<file path="config.mk">
export PLATFORM = sky130hd
export DESIGN_NAME = tkips_cell
export DESIGN_NICKNAME = d
export VERILOG_FILES = /design/src/design/tkips_pkg.sv /design/src/design/tkips_cell.sv
export SDC_FILE = /design/constraint.sdc
export NUM_CORES = 1
export LEC_CHECK = 0
export BUFFER_PORTS_ARGS = -buffer_cell sky130_fd_sc_hd__buf_4
export CORE_MARGIN = 8
export CORE_UTILIZATION = 44
export CTS_BUF_LIST = sky130_fd_sc_hd__clkbuf_16
export CTS_CLUSTER_DIAMETER = 150
export CTS_CLUSTER_SIZE = 14
export DETAILED_ROUTE_END_ITERATION = 10
export PLACE_DENSITY = 0.86
export SLEW_MARGIN = 20
export SYNTH_ARGS = -nofsm -noshare
export SYNTH_HDL_FRONTEND = slang
export SYNTH_SLANG_ARGS = --single-unit
</file>
<file path="constraint.sdc">
create_clock -name aclk -period 3.15 [get_ports aclk]
set_input_delay 0.315 -clock aclk [delete_from_list [all_inputs] [get_ports aclk]]
set_output_delay 0.315 -clock aclk [all_outputs]
set_load 0.005 [all_outputs]
</file>
<file path="src/design/tkips_pkg.sv">
// Shared types and constants for the top-k inner product search block.
// Depends on nothing; every other design file refers to it by scoped names.
package tkips_pkg;

    localparam int VECTOR_LENGTH_RESET = 128;
    localparam int RESULTS_WANTED_RESET = 10;
    localparam int CFG_DATA_W = 11;

    typedef enum logic [0:0] {
        REG_VECTOR_LENGTH  = 1'b0,
        REG_RESULTS_WANTED = 1'b1
    } cfg_reg_t;

    typedef logic [CFG_DATA_W-1:0] cfg_data_t;
    typedef logic signed [15:0] element_t;
    typedef logic signed [31:0] product_t;
    typedef logic signed [47:0] score_t;
    typedef logic [23:0] result_index_t;
    typedef logic [3:0] result_rank_t;

    typedef struct packed {
        logic     operation;
        element_t element_value;
        logic     last_in_set;
    } item_t;

    typedef struct packed {
        result_index_t result_index;
        result_rank_t  result_rank;
        score_t        result_score;
        logic          last_result;
    } result_t;

    // Status a ranking cell shows its successor.
    typedef struct packed {
        logic valid;
        logic ge;
    } cell_flags_t;

    // Control of a finished beat leaving the dot-product pipeline.
    typedef struct packed {
        logic valid;
        logic insert;
        logic last;
    } ev_ctrl_t;

endpackage

</file>
<file path="src/design/tkips_cell.sv">
// One ranking cell: holds one kept row and shifts toward its successor on insert.
// Uses tkips_pkg; instantiated in a chain by the top level.
module tkips_cell #(
    parameter int INDEX_BITS = 24
) (
    input  logic                    aclk,
    input  logic                    aresetn,
    input  logic                    insert,
    input  logic                    clear,
    input  logic                    in_range,
    input  logic [INDEX_BITS-1:0]   new_index,
    input  tkips_pkg::score_t       new_score,
    input  tkips_pkg::cell_flags_t  prev_flags,
    input  logic [INDEX_BITS-1:0]   prev_index,
    input  tkips_pkg::score_t       prev_score,
    output tkips_pkg::cell_flags_t  flags,
    output logic [INDEX_BITS-1:0]   index,
    output tkips_pkg::score_t       score,
    output logic                    snap_valid,
    output logic [INDEX_BITS-1:0]   snap_index,
    output tkips_pkg::score_t       snap_score
);

    logic                  valid_reg;
    logic [INDEX_BITS-1:0] index_reg;
    tkips_pkg::score_t     score_reg;
    logic                  valid_eff, ge;
    logic                  upd_valid;
    logic [INDEX_BITS-1:0] upd_index;
    tkips_pkg::score_t     upd_score;

    always_comb begin
        valid_eff = valid_reg && in_range;
        // equal scores stay ahead: the incoming row always has the higher number
        ge        = valid_eff && (score_reg >= new_score);

        upd_valid = valid_reg;
        upd_index = index_reg;
        upd_score = score_reg;
        if (insert) begin
            if (!in_range) begin
                upd_valid = 1'b0;
            end else if (!ge) begin
                if (prev_flags.ge) begin
                    upd_valid = 1'b1;
                    upd_index = new_index;
                    upd_score = new_score;
                end else begin
                    upd_valid = prev_flags.valid;
                    upd_index = prev_index;
                    upd_score = prev_score;
                end
            end
        end
    end

    always_ff @(posedge aclk) begin
        if (!aresetn) begin
            valid_reg <= 1'b0;
        end else begin
            valid_reg <= upd_valid && !clear;
        end
    end

    always_ff @(posedge aclk) begin
        index_reg <= upd_index;
        score_reg <= upd_score;
    end

    assign flags.valid = valid_eff;
    assign flags.ge    = ge;
    assign index       = index_reg;
    assign score       = score_reg;
    assign snap_valid  = upd_valid && in_range;
    assign snap_index  = upd_index;
    assign snap_score  = upd_score;

endmodule

</file>
-- Word-level counts from Yosys, hierarchy flattened
Index checks and enable logic that the tools add are counted.
- bits in registers: 73
- bits of input ports: 151
- word-level logic and storage cells: 21
- magnitude comparators: 1
- multiplexer cells: 12
- reduce and logical (&&, ||, !) cells: 5
- operator list (cell ; count):
    $mux W48 ; 4
    $mux W24 ; 4
    $ge A48 B48 Y1 ; 1
    $logic_and A1 B1 Y1 ; 4
    $mux W1 ; 4
    $logic_not A1 Y1 ; 1

-- Depth between registers and ports, before layout
Gate-level depths: netlist of the first run.
- word-level depth: 6
- depth in mapped cells: 12
- gate-level depth less buffers: 10

-- Least setup slack after synthesis of the first run
OpenSTA, ideal clock, no wires.
- kind: input -> output
- start point: input port new_score[35]
- end point: output port snap_index[0]
- data arrival time: 2.606 ns
- data required time: 2.835 ns
- path slack: 0.229 ns
- stages on the path: 12
- buffers on the path: 2
- path through: inv_1 -> ha_1 -> nand4_1 -> nor4_4 -> nand4_1 -> o32a_1 -> o211a_2 -> nor3_1 -> a211o_1 -> buf_4 -> buf_6 -> mux2_4
- longest elaborated chain between the ends: 5
- RTL lines (element ; RTL line ; RTL):
    start, declared ; tkips_cell.sv:12 ; input tkips_pkg::score_t new_score,
    $ge A48 B48 Y1 ; tkips_cell.sv:35 ; ge = valid_eff && (score_reg >= new_score);
    $logic_and A1 B1 Y1 ; tkips_cell.sv:35 ;
    $mux W24 ; tkips_cell.sv:43 ; end else if (!ge) begin
    $mux W24 ; tkips_cell.sv:41 ; if (!in_range) begin
    $mux W24 ; tkips_cell.sv:40 ; if (insert) begin
    end, declared ; tkips_cell.sv:20 ; output logic [INDEX_BITS-1:0] snap_index,
Every way passes these cells.

-- Worst setup path in the final report of the first run
- start point: register score_reg[32], in the netlist score[32]
- end point: output port snap_index[17]
- longest elaborated chain between the ends: 5
- RTL lines (element ; RTL line ; RTL):
    start, declared ; tkips_cell.sv:26 ; tkips_pkg::score_t score_reg;
    start signal, assigned ; tkips_cell.sv:67 ; score_reg <= upd_score;
    $ge A48 B48 Y1 ; tkips_cell.sv:35 ;
    $logic_and A1 B1 Y1 ; tkips_cell.sv:35 ;
    $mux W24 ; tkips_cell.sv:43 ;
    $mux W24 ; tkips_cell.sv:41 ;
    $mux W24 ; tkips_cell.sv:40 ;
Every way passes these cells.

==> out/results.ini, run 1 <==
[outcome]
status = finished, violations left
violations = setup timing

[yosys]
ys.flop_type = dfxtp_1
synth_top_cell_by_area = dfxtp_1
synthesis.area_um2 = 4800
seq_area_frac_synth_pct = 30.4
synthesis.nets = 624
yosysUniqueCellTypes = 38
postSynthCellCount = 425
postSynthAreaPerCell_um2 = 11.3
synth.area.top_cells = dfxtp_1 (30%), mux2_4 (22%), mux2_2 (17%)
yosys_warnings = 0
synthArstFlopShare_pct = 0
ys_seq_elements = 73
synth_edf_count = 0
synth.top_cell.area_share_pct = 30.4

[pwr]
power_switching_w = 0.00245
seq_power_share_pct = 23.5
p_sw_share_pct = 33.3
ir_worst_vdd_v = 0.000529
p_total_w = 0.00736
p_int_w = 0.00491
power_density_nw_per_um2 = 878
clkPwrFrac_pct = 14.9
comb_power_share_pct = 61.6
leakage_nw = 4.34

[setup_path]
required_ns = 2.83
r2r_slack_ns = -0.01
r2r_end = score[5]
cp_max_fo = 13
critical_path.slowest_cell = nor4_4
critPathKind = reg -> out
cp_data_arrival_time_ns = 3.38
crit_chain = ha_4 > nand4_1 > nor4_4 > nand4_1 > o32a_1 > o211a_4 > a211o_4 > buf_12 > buf_12 > mux2_4 > buf_6
cp-end-kind = output pin
rr_worst_depth = 11
r2r_start = score[32]
max_stage_delay_ns = 0.42
start_kind = register

[global_routing]
antenna_found_initial = 0
grt_max_degree = 45
grt_pass1_wl_mm = 29.2
grt_pass1_vias = 5444
globalRouteTotalUtil_pct = 25.9
overflow = 0

[worst_hold_path]
hp-start = clear
hold_path.class = in -> reg
min_delay_worst_endpoint = valid_reg
min_path_cells = 2

[timing]
worst_clock_skew_ns = 0.00826
finalHoldViolations = 0
fin_ws_ns = -0.550
post-route-min-period_ns = 3.70
worst_pin_slew_ns = 0.430
drv_slew = 0
rsz0062_at_grt = true
max_freq_mhz = 270
setup-violations-final = 74
maxSlewHeadroom_pct = 70.6
period_share_pct = 117

[route]
wl_mm = 19.8
vias = 4773
first_pass_iters = 4
vias_per_cell = 5.19
drc = 0
ant_nets = 0
avgRoutedWirePerCell_um = 21.5
drt_iter0_drc = 139

[floorplan]
dieArea_um2 = 14500
start_util_pct = 44.7
std_cell_rows = 38
die_w_um = 120
core_um2 = 10700
io_pins = 298
die_h_um = 120

[layout]
layoutNonFillerInstCount = 920
layout.nets = 974
area_growth_pct = 74.4
diodes = 0
fill_cells = 641
final_core_util_pct = 77.9
largest_register_ffs = 48
drive_gt1_share_pct = 67.8

[run]
maxCapViolations = 0

[clock_network]
cts_tree = done
ctsHoldBuffers = 0
cts_buffers = 9
clk_pin_slew_ns = 0.06
clockBufferDepth = 2
cts.sinks = 73
cts-root-buf = clkbuf_16
clk_latency_ns = 0.34
cts.htree.levels = 3

[placed_design]
gp_congestion = 0.867
hpwlAfterDp_mm = 14.6
pre_cts_ws_ns = -0.347
placed_cells = 886
numPortBuffers = 297

==> layout make-up <==
cell class              instances  area, um2  area share, %
clock buffers                   9        225           2.69
multi-input cells             280       3100           37.0
repair buffers                357       3120           37.2
well taps                     140        175           2.09
clock inverters                 7       86.3           1.03
inverters                      54        203           2.42
flip-flops and latches         73       1470           17.5
==> synthesized netlist by cell type (2+ instances only) <==
master and n:
dfxtp_1 73, mux2_2 73, mux2_4 69, inv_1 54
ha_1 48, a21oi_1 19, nand2_1 11, nand4_1 10
clkbuf_1 8, nor2_1 8, o21ai_0 8, buf_6 7
a21o_1 4, buf_4 3, a221oi_1 2, mux2i_1 2
nand3_1 2, nor3_1 2, o211ai_1 2, o21a_1 2
==> per-stage QoR <==
step / cell area [um2] / setup TNS (ns) / hold WS (ns)
after CTS: 8290 / -35.01 / 0.190
after global placement: 7460 / -16.05 / 0.483
after detailed placement: 7460 / -21.63 / 0.488
after floorplan: 4800 / 0 / 0.433
final: 8380 / -36.39 / 0.203
after global routing: 8380 / -46.66 / 0.194
==> worst max path at each step <==
stage                   from             end  slack (ns)  cells after the start
3_3_place_gp    new_score[1]  snap_score[10]       -0.25                     14
5_1_grt            score[35]  snap_index[12]       -0.67                     11
3_5_place_dp   new_score[33]  snap_score[20]       -0.35                     13
6_report           score[32]  snap_index[17]       -0.55                     11
2_1_floorplan  new_score[35]   snap_index[0]        0.23                     12
4_1_cts            score[32]  snap_index[17]       -0.53                     11
==> layer usage <==
metal	share of wire (%)	up-vias	wire length, um	track usage, %
met2	54	224	10600	49.0
met3	7.5	62	1470	8.53
li1	-	2213	-	-
met1	34	2274	6720	23.2
met4	4.9	0	965	16.5
met5	0	-	0	0
==> repair_timing <==
action                     in CTS  in global routing
setup endpoints to repair      75                121
pin swaps                       8                  1
gates cloned                    3                  0
resized for setup              82                  8
setup buffers                   9                  6
==> placed cells by master, fill, tap and decap left out, types with 2 or more instances in the layout <==
cell type and instances:
buf_4 274, o21a_1 2, nor2_1 7, o211ai_1 2, a221oi_1 2, clkinv_2 2
mux2_2 73, a21oi_1 19, o21ai_0 8, nand4_1 10, a21o_1 4, buf_16 4
bufinv_16 2, buf_6 72, nand3_1 2, buf_12 7, ha_1 44, dfxtp_1 69
inv_1 55, mux2_4 69, ha_4 4, clkbuf_16 9, dfxtp_2 4, nand2_1 11
==> worst max-delay path: cells and delay by family (launching register included) <==
family	cells	cell delay, ns
AO/OA/AOI/OAI	3	0.88
adder cells (fa/ha/maj)	1	0.26
buffers and inverters	3	0.42
flip-flops	1	0.33
multiplexers	1	0.33
AND/OR/NAND/NOR	3	0.80
==> power by group through the flow <==
| stage | registers, W | clock network (W) | logic (W) |
|---|---|---|---|
| detailed placement | 0.00171 | 0 | 0.00384 |
| CTS | 0.00171 | 0.00111 | 0.00439 |
| finish | 0.00173 | 0.00109 | 0.00453 |
| floorplan | 0.00170 | 0 | 0.00162 |
| global placement | 0.00167 | 0 | 0.00372 |
| global route | 0.00177 | 0.00116 | 0.00480 |
==> cell families after synthesis <==
logic type | Yosys count | share of synthesized area, %
compound gates | 46 | 6.02
fa+ha+maj | 48 | 12.5
buf+inv | 72 | 6.95
flops | 73 | 30.4
mux | 144 | 39.1
simple gates | 42 | 5.00
Power figures use the tool's default switching activity.
==> inputs of run 2 (changes only) <==
--- a/config.mk
+++ b/config.mk
@@ -7,12 +7,12 @@
 export LEC_CHECK = 0
 export BUFFER_PORTS_ARGS = -buffer_cell sky130_fd_sc_hd__buf_4
 export CORE_MARGIN = 8
-export CORE_UTILIZATION = 44
+export CORE_UTILIZATION = 30
 export CTS_BUF_LIST = sky130_fd_sc_hd__clkbuf_16
 export CTS_CLUSTER_DIAMETER = 150
 export CTS_CLUSTER_SIZE = 14
 export DETAILED_ROUTE_END_ITERATION = 10
-export PLACE_DENSITY = 0.86
+export PLACE_DENSITY = 0.64
 export SLEW_MARGIN = 20
 export SYNTH_ARGS = -nofsm -noshare
 export SYNTH_HDL_FRONTEND = slang
==> out/results.ini, run 2 (synthesis gave the netlist of run 1 again) <==
[outcome]
status = finished, violations left
violations = setup timing

[global_routing]
grt_pass1_wl_mm = 26.6  ; -8.8%
overflow = 0  ; unchanged
grt_max_degree = 42  ; -6.7%
globalRouteTotalUtil_pct = 16.6  ; -9.3 points
antenna_found_initial = 0  ; unchanged
grt_pass1_vias = 5110  ; -6.1%

[clock_network]
clk_latency_ns = 0.34  ; about the same
cts-root-buf = clkbuf_16
clk_pin_slew_ns = 0.06  ; about the same
cts.htree.levels = 3  ; unchanged
cts.sinks = 73  ; unchanged
cts_tree = done
clockBufferDepth = 2  ; unchanged
ctsHoldBuffers = 0  ; unchanged
cts_buffers = 9  ; unchanged

[timing]
period_share_pct = 114  ; -3.0 points
maxSlewHeadroom_pct = 68.7  ; -1.9 points
worst_clock_skew_ns = 0.0168  ; +0.00854 ns
drv_slew = 0  ; unchanged
setup-violations-final = 72  ; -2.7%
rsz0062_at_grt = true
fin_ws_ns = -0.454  ; +0.0960 ns
worst_pin_slew_ns = 0.469  ; +0.0389 ns
post-route-min-period_ns = 3.60  ; -0.0960 ns
finalHoldViolations = 0  ; unchanged
max_freq_mhz = 277  ; +2.7%

[pwr]
ir_worst_vdd_v = 0.000472  ; -11%
p_int_w = 0.00461  ; -6.0%
power_switching_w = 0.00222  ; -9.4%
seq_power_share_pct = 24.7  ; +1.2 points
p_total_w = 0.00683  ; -7.1%
clkPwrFrac_pct = 17.4  ; +2.5 points
p_sw_share_pct = 32.5  ; -0.81 points
comb_power_share_pct = 58.0  ; -3.6 points
leakage_nw = 4.20  ; -3.3%
power_density_nw_per_um2 = 845  ; -3.8%

[layout]
design_area_um2 = 8090  ; -3.4%
layoutNonFillerInstCount = 990  ; +7.6%
layout.nets = 968  ; -0.62%
area_growth_pct = 68.4
largest_register_ffs = 48  ; unchanged
final_cell_mix = buf_4 (342), mux2_2 (73), dfxtp_1 (70)
drive_gt1_share_pct = 67.1  ; -0.77 points
final_core_util_pct = 51.3  ; -27 points
fill_cells = 1466  ; +130%
layout_commonest_cell = buf_4
diodes = 0  ; unchanged

[route]
first_pass_iters = 4  ; unchanged
avgRoutedWirePerCell_um = 17.8  ; -17%
wl_mm = 17.6  ; -11%
drc = 0  ; unchanged
ant_nets = 0  ; unchanged
drt_iter0_drc = 101  ; -27%
vias_per_cell = 4.59  ; -12%
vias = 4541  ; -4.9%

[setup_path]
startpoint = score[34]
cp_data_arrival_time_ns = 3.29  ; -0.09 ns
start_kind = register
cp-end-kind = output pin
cp_max_fo = 12  ; -1
r2r_start = score[34]
critPathKind = reg -> out
required_ns = 2.83  ; about the same

[placed_design]
gp_congestion = 0.792  ; -8.7%
numPortBuffers = 297  ; unchanged
pre_cts_ws_ns = -0.340  ; +0.00764 ns
postPlaceCellArea_um2 = 7580  ; +1.6%
placed_cells = 967  ; +9.1%
hpwlAfterDp_mm = 14.7  ; +0.49%

[worst_hold_path]
hold_path.class = in -> reg
hp-start = clear

[floorplan]
io_pins = 298  ; unchanged
core_um2 = 15800  ; +47%
dieArea_um2 = 20300  ; +40%
std_cell_rows = 46  ; +21%
die_w_um = 143  ; +18%
start_util_pct = 30.5  ; -14 points
die_h_um = 143  ; +18%

[run]
maxCapViolations = 0  ; unchanged

==> run 2: cell types whose count changed in the layout (fill, tap and decap cells not counted), moves of 2 or more <==
cell / before / now
buf_6: 72 / 3
buf_12: 7 / 5
buf_16: 4 / 1
buf_4: 274 / 342
==> run 2: path summary, 6_finish.rpt <==
| path | end | slack [ns] | cells after the start |
|---|---|---|---|
| worst max-delay path | snap_score[25] | -0.45 | 11 |
| worst min-delay path | valid_reg | 0.19 | 2 |
| worst max register to register | score[44] | 0.11 | 11 |
| worst min register to register | index[19] | 0.51 | 1 |
==> run 2: final cells by class <==
cell class                      instances  area [um2]  area share (%)
Clock buffer                            9         225            2.78
Clock inverter                          7         110            1.36
Inverter                               54         203            2.51
Multi-Input combinational cell        280        3090            38.2
Sequential cell                        73        1470            18.1
Tap cell                              216         270            3.34
Timing Repair Buffer                  351        2730            33.7
==> run 2: power by group through the flow <==
| stage | sequential [W] | combinational (W) | clock, W |
|---|---|---|---|
| after global placement | 0.00168 | 0.00380 | 0 |
| after detailed placement | 0.00169 | 0.00388 | 0 |
| after floorplan | 0.00170 | 0.00162 | 0 |
| after CTS | 0.00168 | 0.00397 | 0.00122 |
| final | 0.00169 | 0.00396 | 0.00119 |
| after global routing | 0.00174 | 0.00429 | 0.00125 |
==> run 2: timing repair <==
action	CTS	global route
pin swaps	6	3
setup endpoints to repair	73	80
resized for setup	6	10
cloned	1	0
setup buffers	4	2
==> run 2: stage by stage <==
step	setup TNS [ns]	hold slack, ns
2_1_floorplan	0	0.433
3_3_place_gp	-16.56	0.480
3_5_place_dp	-21.18	0.488
4_1_cts	-33.30	0.174
5_1_grt	-44.16	0.185
6_report	-31.28	0.195
==> run 2: routing by layer <==
metal | global-route usage, % | routed length [um] | vias to the layer above
met5 | 0 | 0 | -
met4 | 6.54 | 467 | 0
met3 | 5.20 | 1310 | 30
met2 | 30.9 | 9260 | 169
met1 | 17.0 | 6610 | 2141
li1 | - | - | 2201
==> run 2: critical path, stage by stage (launching register included) <==
cell	delay, ns
dfxtp_1	0.32
ha_1	0.29
nand4_1	0.14
nor4_4	0.36
nand4_1	0.20
o32a_1	0.35
o211a_4	0.17
a211o_4	0.35
buf_4	0.16
buf_12	0.15
mux2_4	0.31
buf_4	0.14
